===== src/frua_pkg.sv =====
// Shared types and constants for the frame ring upload allocator.
package frua_pkg;

   localparam logic [1:0] FUNC_ALLOC     = 2'd0;
   localparam logic [1:0] FUNC_FRAME_END = 2'd1;
   localparam logic [1:0] FUNC_RESET     = 2'd2;

   localparam logic [31:0] BUFFER_BYTES_RESET = 32'd1048576;

   typedef struct packed {
      logic [1:0]  func;
      logic [31:0] size;
      logic [16:0] alignment;
   } req_type;

   typedef struct packed {
      logic [31:0] offset;
      logic        overflow;
   } rsp_type;

   typedef struct packed {
      logic load;
      logic div_step;
      logic align;
      logic commit;
   } cmd_type;

   typedef struct packed {
      logic req_alloc;
      logic req_aligned;
      logic div_last;
   } sts_type;

endpackage


===== src/frua_dp.sv =====
// Allocator datapath: request register, remainder unit, ring state and response register.
module frua_dp #(
   parameter int FRAMES = 3
) (
   input  logic              clock,
   input  logic              reset,
   input  frua_pkg::req_type req_data,
   input  logic              csr_wr_en,
   input  logic [31:0]       csr_wr_data,
   input  frua_pkg::cmd_type cmd,
   output frua_pkg::sts_type sts,
   output frua_pkg::rsp_type rsp_data
);

   localparam int SLOT_W = $clog2(FRAMES);

   logic [31:0]       buffer_bytes_ff;
   logic [31:0]       write_offset_ff;
   logic [31:0]       free_limit_ff;
   logic [SLOT_W-1:0] frame_slot_ff;
   logic [31:0]       frame_end_ff [FRAMES];

   logic [1:0]        func_ff;
   logic [31:0]       size_ff;
   logic [16:0]       align_ff;
   logic [16:0]       rem_ff;
   logic [4:0]        cnt_ff;
   logic [32:0]       start_ff;
   frua_pkg::rsp_type rsp_ff;

   logic [17:0]       trial;
   logic [16:0]       rem_in;
   logic [16:0]       pad;
   logic [SLOT_W-1:0] slot_next;
   logic [33:0]       end_raw;
   logic [33:0]       end_fin;
   logic [32:0]       start_fin;
   logic [31:0]       upper;
   logic              wrapped;
   logic              overflow_in;

   assign sts.req_alloc   = (req_data.func == frua_pkg::FUNC_ALLOC);
   assign sts.req_aligned = (req_data.alignment != 17'd0);
   assign sts.div_last    = (cnt_ff == 5'd31);
   assign rsp_data        = rsp_ff;

   // one remainder bit per cycle, dividend taken MSB first
   assign trial  = {rem_ff, write_offset_ff[~cnt_ff]};
   assign rem_in = (trial >= {1'b0, align_ff}) ? 17'(trial - {1'b0, align_ff}) : trial[16:0];

   assign pad = (align_ff == 17'd0 || rem_ff == 17'd0) ? 17'd0 : align_ff - rem_ff;

   assign slot_next = (frame_slot_ff == SLOT_W'(FRAMES - 1)) ? '0 : frame_slot_ff + 1'b1;

   always_comb begin
      wrapped   = write_offset_ff < free_limit_ff;
      end_raw   = {1'b0, start_ff} + {2'b00, size_ff};
      start_fin = start_ff;
      end_fin   = end_raw;
      upper     = wrapped ? free_limit_ff : buffer_bytes_ff;
      if (!wrapped && end_raw > {2'b00, buffer_bytes_ff}) begin
         start_fin = '0;
         end_fin   = {2'b00, size_ff};
         upper     = free_limit_ff;
      end
      overflow_in = end_fin > {2'b00, upper};
   end

   always_ff @(posedge clock) begin
      if (reset) begin
         buffer_bytes_ff <= frua_pkg::BUFFER_BYTES_RESET;
         write_offset_ff <= '0;
         free_limit_ff   <= '0;
         frame_slot_ff   <= '0;
         for (int i = 0; i < FRAMES; i++) begin
            frame_end_ff[i] <= '0;
         end
      end else begin
         if (csr_wr_en) begin
            buffer_bytes_ff <= csr_wr_data;
         end
         if (cmd.commit) begin
            unique case (func_ff)
               frua_pkg::FUNC_ALLOC: begin
                  if (!overflow_in) begin
                     write_offset_ff <= end_fin[31:0];
                  end
               end
               frua_pkg::FUNC_FRAME_END: begin
                  frame_slot_ff               <= slot_next;
                  free_limit_ff               <= frame_end_ff[slot_next];
                  frame_end_ff[frame_slot_ff] <= write_offset_ff;
               end
               frua_pkg::FUNC_RESET: begin
                  write_offset_ff <= '0;
                  free_limit_ff   <= '0;
               end
               default: ;
            endcase
         end
      end
   end

   always_ff @(posedge clock) begin
      if (cmd.load) begin
         func_ff  <= req_data.func;
         size_ff  <= req_data.size;
         align_ff <= req_data.alignment;
         rem_ff   <= '0;
         cnt_ff   <= '0;
      end else if (cmd.div_step) begin
         rem_ff <= rem_in;
         cnt_ff <= cnt_ff + 5'd1;
      end
      if (cmd.align) begin
         start_ff <= {1'b0, write_offset_ff} + {16'd0, pad};
      end
      if (cmd.commit) begin
         rsp_ff.offset   <= (func_ff == frua_pkg::FUNC_ALLOC && !overflow_in) ?
                            start_fin[31:0] : 32'd0;
         rsp_ff.overflow <= (func_ff == frua_pkg::FUNC_ALLOC) && overflow_in;
      end
   end

   a_rem_below_divisor: assert property (@(posedge clock) disable iff (reset)
      cmd.div_step |-> rem_ff < align_ff)
      else $error("remainder not below alignment");

   a_grant_below_offset: assert property (@(posedge clock) disable iff (reset)
      cmd.commit && func_ff == frua_pkg::FUNC_ALLOC && !overflow_in
      |=> rsp_ff.offset <= write_offset_ff)
      else $error("granted region ends before its start");

   a_limit_loaded: assert property (@(posedge clock) disable iff (reset)
      cmd.commit && func_ff == frua_pkg::FUNC_FRAME_END
      |=> free_limit_ff == $past(frame_end_ff[slot_next]))
      else $error("limit not loaded from next slot");

endmodule


===== src/frua_ctrl.sv =====
// Allocator control state machine: request intake, remainder sequencing, response handoff.
module frua_ctrl (
   input  logic              clock,
   input  logic              reset,
   input  logic              req_valid,
   output logic              req_ready,
   output logic              rsp_valid,
   input  logic              rsp_ready,
   input  frua_pkg::sts_type sts,
   output frua_pkg::cmd_type cmd
);

   typedef enum logic [1:0] {
      IDLE,
      DIVIDE,
      ALIGN,
      COMMIT
   } state_type;

   state_type state_ff;
   logic      rsp_valid_ff;
   logic      out_free;
   logic      accept;

   assign req_ready = (state_ff == IDLE);
   assign rsp_valid = rsp_valid_ff;
   assign accept    = req_valid && req_ready;
   assign out_free  = !rsp_valid_ff || rsp_ready;

   assign cmd.load     = accept;
   assign cmd.div_step = (state_ff == DIVIDE);
   assign cmd.align    = (state_ff == ALIGN);
   assign cmd.commit   = (state_ff == COMMIT) && out_free;

   always_ff @(posedge clock) begin
      if (reset) begin
         state_ff     <= IDLE;
         rsp_valid_ff <= 1'b0;
      end else begin
         if (cmd.commit) begin
            rsp_valid_ff <= 1'b1;
         end else if (rsp_valid_ff && rsp_ready) begin
            rsp_valid_ff <= 1'b0;
         end
         unique case (state_ff)
            IDLE: begin
               if (accept) begin
                  if (!sts.req_alloc) begin
                     state_ff <= COMMIT;
                  end else if (sts.req_aligned) begin
                     state_ff <= DIVIDE;
                  end else begin
                     state_ff <= ALIGN;
                  end
               end
            end
            DIVIDE: begin
               if (sts.div_last) begin
                  state_ff <= ALIGN;
               end
            end
            ALIGN: begin
               state_ff <= COMMIT;
            end
            COMMIT: begin
               if (out_free) begin
                  state_ff <= IDLE;
               end
            end
            default: state_ff <= IDLE;
         endcase
      end
   end

   a_busy_after_accept: assert property (@(posedge clock) disable iff (reset)
      accept |=> !req_ready)
      else $error("request taken while busy");

   a_commit_shows_rsp: assert property (@(posedge clock) disable iff (reset)
      cmd.commit |=> rsp_valid_ff)
      else $error("commit without response");

   a_single_cmd: assert property (@(posedge clock) disable iff (reset)
      $onehot0({cmd.load, cmd.div_step, cmd.align, cmd.commit}))
      else $error("overlapping datapath commands");

endmodule


===== src/frame_ring_upload_allocator_top.sv =====
// Frame ring upload allocator: one request in, one response out, per request.
// Allocate with nonzero alignment: bit-serial remainder unit, then align and commit steps;
// other allocates take only the align and commit steps, others only commit.
// One request in flight at a time; the next is accepted when the response is registered.
// Synchronous reset clears offset, limit, frame slot and recorded frame ends; size to 1 MiB.
module frame_ring_upload_allocator_top #(
   parameter int FRAMES = 3
) (
   input  logic              clock,
   input  logic              reset,
   input  logic              req_valid,
   output logic              req_ready,
   input  frua_pkg::req_type req_data,
   output logic              rsp_valid,
   input  logic              rsp_ready,
   output frua_pkg::rsp_type rsp_data,
   input  logic              csr_wr_en,
   input  logic [31:0]       csr_wr_data
);

   frua_pkg::cmd_type cmd;
   frua_pkg::sts_type sts;

   frua_ctrl u_ctrl (
      .clock     (clock),
      .reset     (reset),
      .req_valid (req_valid),
      .req_ready (req_ready),
      .rsp_valid (rsp_valid),
      .rsp_ready (rsp_ready),
      .sts       (sts),
      .cmd       (cmd)
   );

   frua_dp #(
      .FRAMES (FRAMES)
   ) u_dp (
      .clock       (clock),
      .reset       (reset),
      .req_data    (req_data),
      .csr_wr_en   (csr_wr_en),
      .csr_wr_data (csr_wr_data),
      .cmd         (cmd),
      .sts         (sts),
      .rsp_data    (rsp_data)
   );

endmodule


===== config.mk =====
export PLATFORM = sky130hd
export DESIGN_NAME = frame_ring_upload_allocator_top
export DESIGN_NICKNAME = d
export VERILOG_FILES = /design/src/frua_pkg.sv /design/src/frua_dp.sv /design/src/frua_ctrl.sv /design/src/frame_ring_upload_allocator_top.sv
export SDC_FILE = /design/constraint.sdc
export NUM_CORES = 1
export LEC_CHECK = 0
export ABC_AREA = 1
export ABC_CLOCK_PERIOD_IN_PS = 13600
export BUFFER_PORTS_ARGS = -buffer_cell sky130_fd_sc_hd__buf_2
export CORE_ASPECT_RATIO = 0.6
export CORE_MARGIN = 2
export CORE_UTILIZATION = 65
export CTS_BUF_LIST = sky130_fd_sc_hd__clkbuf_16
export CTS_CLUSTER_SIZE = 16
export DETAILED_ROUTE_END_ITERATION = 8
export PLACE_DENSITY = 0.84
export SLEW_MARGIN = 20
export SYNTH_ARGS = -nofsm -noshare
export SYNTH_HDL_FRONTEND = slang
export SYNTH_SLANG_ARGS = --single-unit

===== constraint.sdc =====
create_clock -name clock -period 13.6 [get_ports clock]
set_input_delay 1.36 -clock clock [delete_from_list [all_inputs] [get_ports clock]]
set_output_delay 1.36 -clock clock [all_outputs]
set_load 0.05 [all_outputs]

==> impl_metrics.yaml, run 1 <==
worst_setup_path:
  worstSetupEndpointType: "register"
  critPathTopFamily: "simple AND/OR/NAND/NOR gates"
  crit_cells: 38
  crit_buf_inv: 4
  cp_data_required_time_ns: 14.02
  cpMaxStageDelayCell: "nand4_2"
  path_common_cell: "nand2_1"
  critPathLaunch: "u_dp.start_ff[8]"
  r2r-start: "u_dp.start_ff[8]"
  slowest_delay_ns: 0.76
  worst-path-max-fanout: 34
  ff2ff_path_depth: 38
  regToRegEndpoint: "u_dp.rsp_data[12]"
  worst_ep_arrival_time_ns: 7.91
  critPathLaunchType: "register"
  crit_end: "u_dp.rsp_data[12]"
  r2r_slack_ns: 6.11
  critical_path_class: "register to register"
routing:
  met2_length_um: 25190
  vias: 19282
  drc: 0
  drt_pass1_iterations: 8
  wl_per_cell_um: 21.48
  ant_nets: 0
  dr.max_layer_used: "met4"
  drt-met1-wl_um: 29990
  drt_iter0_markers: 2718
  vias_per_cell: 6.149
  wirelength_um: 67360
  wl_met3_um: 11150
grt:
  grt-ovfl-total: 0
  grt_use_total: 0.3978
  grt_pass1_wl_um: 101800
  grt_start_max_net_pins: 65
  antenna_found_initial: 1
  grt_pass1_vias: 17495
final_layout:
  design.final.nets: 2972
  areaGrowthSynthToFinish_pct: 9.363
  drive_above_1_share: 0.08827
  stdcell_count: 3136
  postLayoutCoreUtil: 0.7292
placement:
  post-place-ws_ns: 6.047
  portBuffers: 122
  hpwl_um: 50790
  dpl.cell_count: 3076
  finalWeightedCongestion: 1.046
clocking:
  insertion_delay_ns: 0.62
  cts_made_buffers: 31
  clkSinkCount: 336
  root_buffer: "clkbuf_16"
  clock_path_buffers: 3
  cts_resized: 0
  post_cts_buffers: 0
  h-tree-depth: 1
  clkTransAtPathRegs_ns: 0.07
  cts_hold_buf: 0
  cts_tree: "yes"
logic_synthesis:
  synthCells: 2611
  synth.distinct_cells: 52
  syn_nets: 2889
  ys_ff_latch: 336
  synthFlopType: "edfxtp_1"
  synth_area_per_cell_um2: 8.036
  syn_area_mm2: 0.02098
  yosys_warnings: 0
  synth_seq_area_share: 0.4222
  async_flop_share: 0
  synth_edf_count: 213
floorplan:
  die_w_um: 235.9
  fp.dieH_um: 143.2
  design.die.area_mm2: 0.03378
  rows: 50
  start_util: 0.6668
  fp.coreArea_mm2: 0.03147
  io_pins: 123
sta:
  worst_pin_slew_ns: 1.101
  hold_violations: 0
  period_minus_slack_ns: 7.490
  timing.setup.tns_ns: 0
  setup_viol: 0
  relSlewSlack: 0.2655
  grt_setup_unrepaired: "false"
  timing.final.ws_setup_ns: 6.110
  slew_violations: 0
  fin_crit_sh: 0.5508
  finalClockSkew_ns: 0.01805
  max_freq_ghz: 0.1335
hold_path:
  hold_path_class: "register to register"
job:
  max_cap_violations: 0
run_status:
  outcome: "finished, final reports clean"
[worst min-delay path by stage]
stage	start	to	cells past startpoint
final	u_dp.rem_ff[4]	u_dp.rem_ff[4]	2
after floorplan	u_dp.free_limit_ff[0]	u_dp.free_limit_ff[0]	2
after detailed placement	u_dp.rem_ff[4]	u_dp.rem_ff[4]	2
after global routing	u_dp.free_limit_ff[0]	u_dp.free_limit_ff[0]	2
after global placement	u_dp.free_limit_ff[0]	u_dp.free_limit_ff[0]	2
after CTS	u_dp.rem_ff[4]	u_dp.rem_ff[4]	2
[tightest hold or removal path, cell delays in order (launching register included)]
cell and delay [ns]:
dfxtp_1 0.33, nand2_1 0.06, a21oi_1 0.06
[cells by family (layout without fill, tap and decap cells)]
family          count (synthesis)  in the layout  share of synthesized area
buf+inv                       430            538                    0.08110
fa+ha+maj                     190            190                     0.1147
flops                         336            336                     0.4222
xor+xnor                       70             70                    0.02922
other cells                     0              1                          0
simple gates                 1078           1078                     0.2168
compound gates                507            507                     0.1359
[synth_stat cells, drive strengths merged, types with 2 or more instances]
cell | instances | area [µm²]
edfxtp | 213 | 6396
o21bai | 10 | 75.07
a22oi | 32 | 240.2
nand3b | 3 | 22.52
buf | 25 | 178.9
and2 | 34 | 212.7
xor2 | 49 | 429.2
nor3 | 39 | 200.2
dfxtp | 123 | 2462
clkinv | 2 | 7.510
a21oi | 262 | 1394
nor2 | 247 | 937.2
fa | 4 | 80.08
a211oi | 2 | 15.01
nand4 | 25 | 162.6
clkbuf | 59 | 221.5
o211ai | 13 | 97.59
o31ai | 5 | 37.54
ha | 186 | 2327
a31oi | 6 | 37.54
nand2 | 588 | 2263
xnor2 | 21 | 183.9
o21ai | 152 | 764.5
a21o | 10 | 75.07
o22ai | 3 | 18.77
nand3 | 124 | 630.6
a21boi | 5 | 37.53
inv | 344 | 1294
o21a | 4 | 30.03
nor4 | 16 | 106.4
[layout make-up]
| type | count | area [µm²] |
|---|---|---|
| Sequential cell | 336 | 8860 |
| Inverter | 346 | 1301 |
| Clock buffer | 31 | 775.7 |
| Multi-Input combinational cell | 1845 | 10450 |
| Timing Repair Buffer | 134 | 720.7 |
| Fill cell | 2445 | 8522 |
| Tap cell | 416 | 520.5 |
| Clock inverter | 27 | 319.1 |
| Antenna cell | 1 | 2.502 |
[per-layer routing]
layer  vias to the layer above  track usage
met3                        98       0.1274
met2                      1250       0.5271
li1                       8895            -
met1                      9039       0.6293
met4                         0      0.06034
met5                         -            0
[metrics by stage]
step / area [µm²] / hold WS (ns)
after detailed placement: 21820 / 0.4866
final: 22950 / 0.4964
after floorplan: 20980 / 0.4453
after CTS: 22920 / 0.4984
after global placement: 21820 / 0.4550
after global routing: 22950 / 0.5293
[cell usage in the layout (no fill, tap or decap), drive strengths merged, types with 31 or more instances in the layout]
master,instances
a21oi,262
a22oi,32
and2,34
buf,134
clkbuf,31
dfxtp,123
edfxtp,213
ha,186
inv,349
nand2,588
nand3,124
nor2,247
nor3,39
o21ai,152
xor2,49
[state kept, by name (all words and copies together), names as in the netlist]
signal                cells
u_dp.start_ff            33
u_ctrl.state_ff           2
u_dp.rem_ff              17
u_dp.frame_end_ff        96
u_dp.size_ff             32
u_ctrl.rsp_valid          1
u_dp.buffer_bytes_ff     32
u_dp.frame_slot_ff        2
u_dp.write_offset_ff     32
u_dp.free_limit_ff       32
u_dp.cnt_ff               5
u_dp.align_ff            17
u_dp.rsp_data            33
u_dp.func_ff              2
Power of run 1 is left out: the tool's default activity adds up to more than one toggle a clock period on the data nets, which glitch-free logic cannot reach.
==> run 2, diff against run 1 <==
Settings changed: ABC_CLOCK_PERIOD_IN_PS 13600 to 7150, CORE_UTILIZATION 65 to 62, PLACE_DENSITY 0.84 to 0.81.
Clock period 13.6 ns to 7.15 ns, I/O delays scaled along.
==> run 2 against run 1 <==
Compared with the run above:
- global-route usage shrank 1.8 points
- register-to-register slack lost 5.5 ns
- sequential share of layout area shrank 0.20 points
- critical path type unchanged
- final cell count grew 1.6%
==> impl_metrics.yaml, run 2 (synthesis gave the netlist of run 1 again) <==
grt:
  antenna_found_initial: 1
  grt_use_total: 0.3801
  grt_pass1_wl_um: 101000
  grt_start_max_net_pins: 70
  grt_pass1_vias: 17135
  grt-ovfl-total: 0
worst_setup_path:
  worst-path-max-fanout: 64
  slowest_delay_ns: 0.44
  critPathLaunch: "u_dp.start_ff[10]"
  critical_path_class: "register to register"
  cpMaxStageDelayCell: "edfxtp_1"
  regToRegEndpoint: "u_dp.write_offset_ff[19]"
  critPathLaunchType: "register"
  r2r-start: "u_dp.start_ff[10]"
  crit_end: "u_dp.write_offset_ff[19]"
  ff2ff_path_depth: 43
  cp_data_required_time_ns: 7.58
  path_common_cell: "nand2_1"
  worst_ep_arrival_time_ns: 6.96
  r2r_slack_ns: 0.62
  worstSetupEndpointType: "register"
final_layout:
  mostFrequentLayoutCells: "574 x nand2_1, 345 x inv_1, 241 x nor2_1, 240 x a21oi_1, 213 x edfxtp_1"
  final_common_cell: "nand2_1"
  fin_area_mm2: 0.02306
  areaGrowthSynthToFinish_pct: 9.905
  drive_above_1_share: 0.08988
  largest_register_ff_count: 96
  diodes: 0
  postLayoutCoreUtil: 0.6882
  design.final.nets: 2980
  stdcell_count: 3185
  top_register: "u_dp.frame_end_ff"
  fillerInstances: 2720
clocking:
  cts_resized: 0
  post_cts_buffers: 0
  insertion_delay_ns: 0.57
  clock_path_buffers: 3
  cts_hold_buf: 0
  root_buffer: "clkbuf_16"
  clkTransAtPathRegs_ns: 0.07
  h-tree-depth: 2
  clkSinkCount: 336
  cts_made_buffers: 34
  cts_tree: "yes"
sta:
  relSlewSlack: 0.2144
  fin_crit_sh: 0.9138
  grt_setup_unrepaired: "false"
  finalClockSkew_ns: 0.04209
  hold_violations: 0
  setup_viol: 0
  timing.setup.tns_ns: 0
  slew_violations: 0
  period_minus_slack_ns: 6.534
  worst_pin_slew_ns: 1.177
  max_freq_ghz: 0.1530
job:
  max_cap_violations: 0
routing:
  ant_nets: 0
  drt_iter0_markers: 2963
  vias_per_cell: 6.010
  drt_pass1_iterations: 5
  drc: 0
  wl_per_cell_um: 21.37
  wirelength_um: 68080
  vias: 19141
floorplan:
  fp.coreArea_mm2: 0.03351
  die_w_um: 241.5
  fp.dieH_um: 146.5
  start_util: 0.6262
  io_pins: 123
  design.die.area_mm2: 0.03538
  rows: 52
placement:
  finalWeightedCongestion: 1.012
  hpwl_um: 50790
  portBuffers: 122
  placed_area_mm2: 0.02191
  dpl.cell_count: 3123
hold_path:
  hold_path_class: "primary input to register"
  hold_path_depth: 1
run_status:
  outcome: "finished, final reports clean"
==> run 2: cell types whose count changed in the layout (fill, tap and decap cells not counted), sizes merged <==
| cell | previous run | this run |
|---|---|---|
| buf | 134 | 137 |
| bufinv | 6 | 2 |
| clkbuf | 31 | 34 |
| clkinv | 14 | 15 |
| clkinvlp | 4 | 3 |
| diode | 1 | 0 |
| inv | 349 | 352 |
| nand2 | 588 | 589 |
| nand4 | 25 | 26 |
==> run 2: final cells by class <==
class	count	area (µm²)	area share
timing repair buffer	137	735.7	0.03190
inverter	346	1311	0.05686
clock buffer	34	850.8	0.03690
sequential	336	8859	0.3842
tap	459	574.3	0.02491
clock inverter	26	215.2	0.009333
multi-input combinational	1847	10510	0.4559
==> run 2: worst max-delay path: cells and delay by family (launching register included) <==
| family | cells | cell delay, ns |
|---|---|---|
| simple gates | 25 | 2.46 |
| compound gates | 10 | 1.50 |
| fa+ha+maj | 3 | 0.99 |
| buf+inv | 4 | 0.64 |
| flops | 1 | 0.44 |
| xor+xnor | 1 | 0.37 |
==> run 2: stage by stage <==
| stage | hold slack (ns) | setup slack (ns) |
|---|---|---|
| global placement | 0.4856 | 0.4798 |
| global route | 0.3416 | 0.1066 |
| CTS | 0.3304 | 0.08438 |
| floorplan | 0.4453 | 2.016 |
| finish | 0.3369 | 0.6160 |
| detailed placement | 0.5032 | 0.1540 |
==> run 2: worst min-delay path by stage <==
stage,start,end,slack (ns)
floorplan,u_dp.free_limit_ff[0],u_dp.free_limit_ff[0],0.45
global placement,u_dp.rem_ff[1],u_dp.rem_ff[1],0.49
detailed placement,u_dp.rem_ff[10],u_dp.rem_ff[10],0.50
CTS,req_data[14],u_dp.align_ff[14],0.33
global route,req_data[5],u_dp.align_ff[5],0.34
finish,req_data[14],u_dp.align_ff[14],0.34
==> run 2: layer usage <==
metal | up-vias | wire length (µm) | GRT usage
li1 | 8900 | - | -
met1 | 8846 | 30470 | 0.6201
met2 | 1288 | 25350 | 0.4871
met3 | 107 | 11120 | 0.1165
met4 | 0 | 1143 | 0.06358
met5 | - | 0 | 0
Power of run 2 is left out for the same reason.
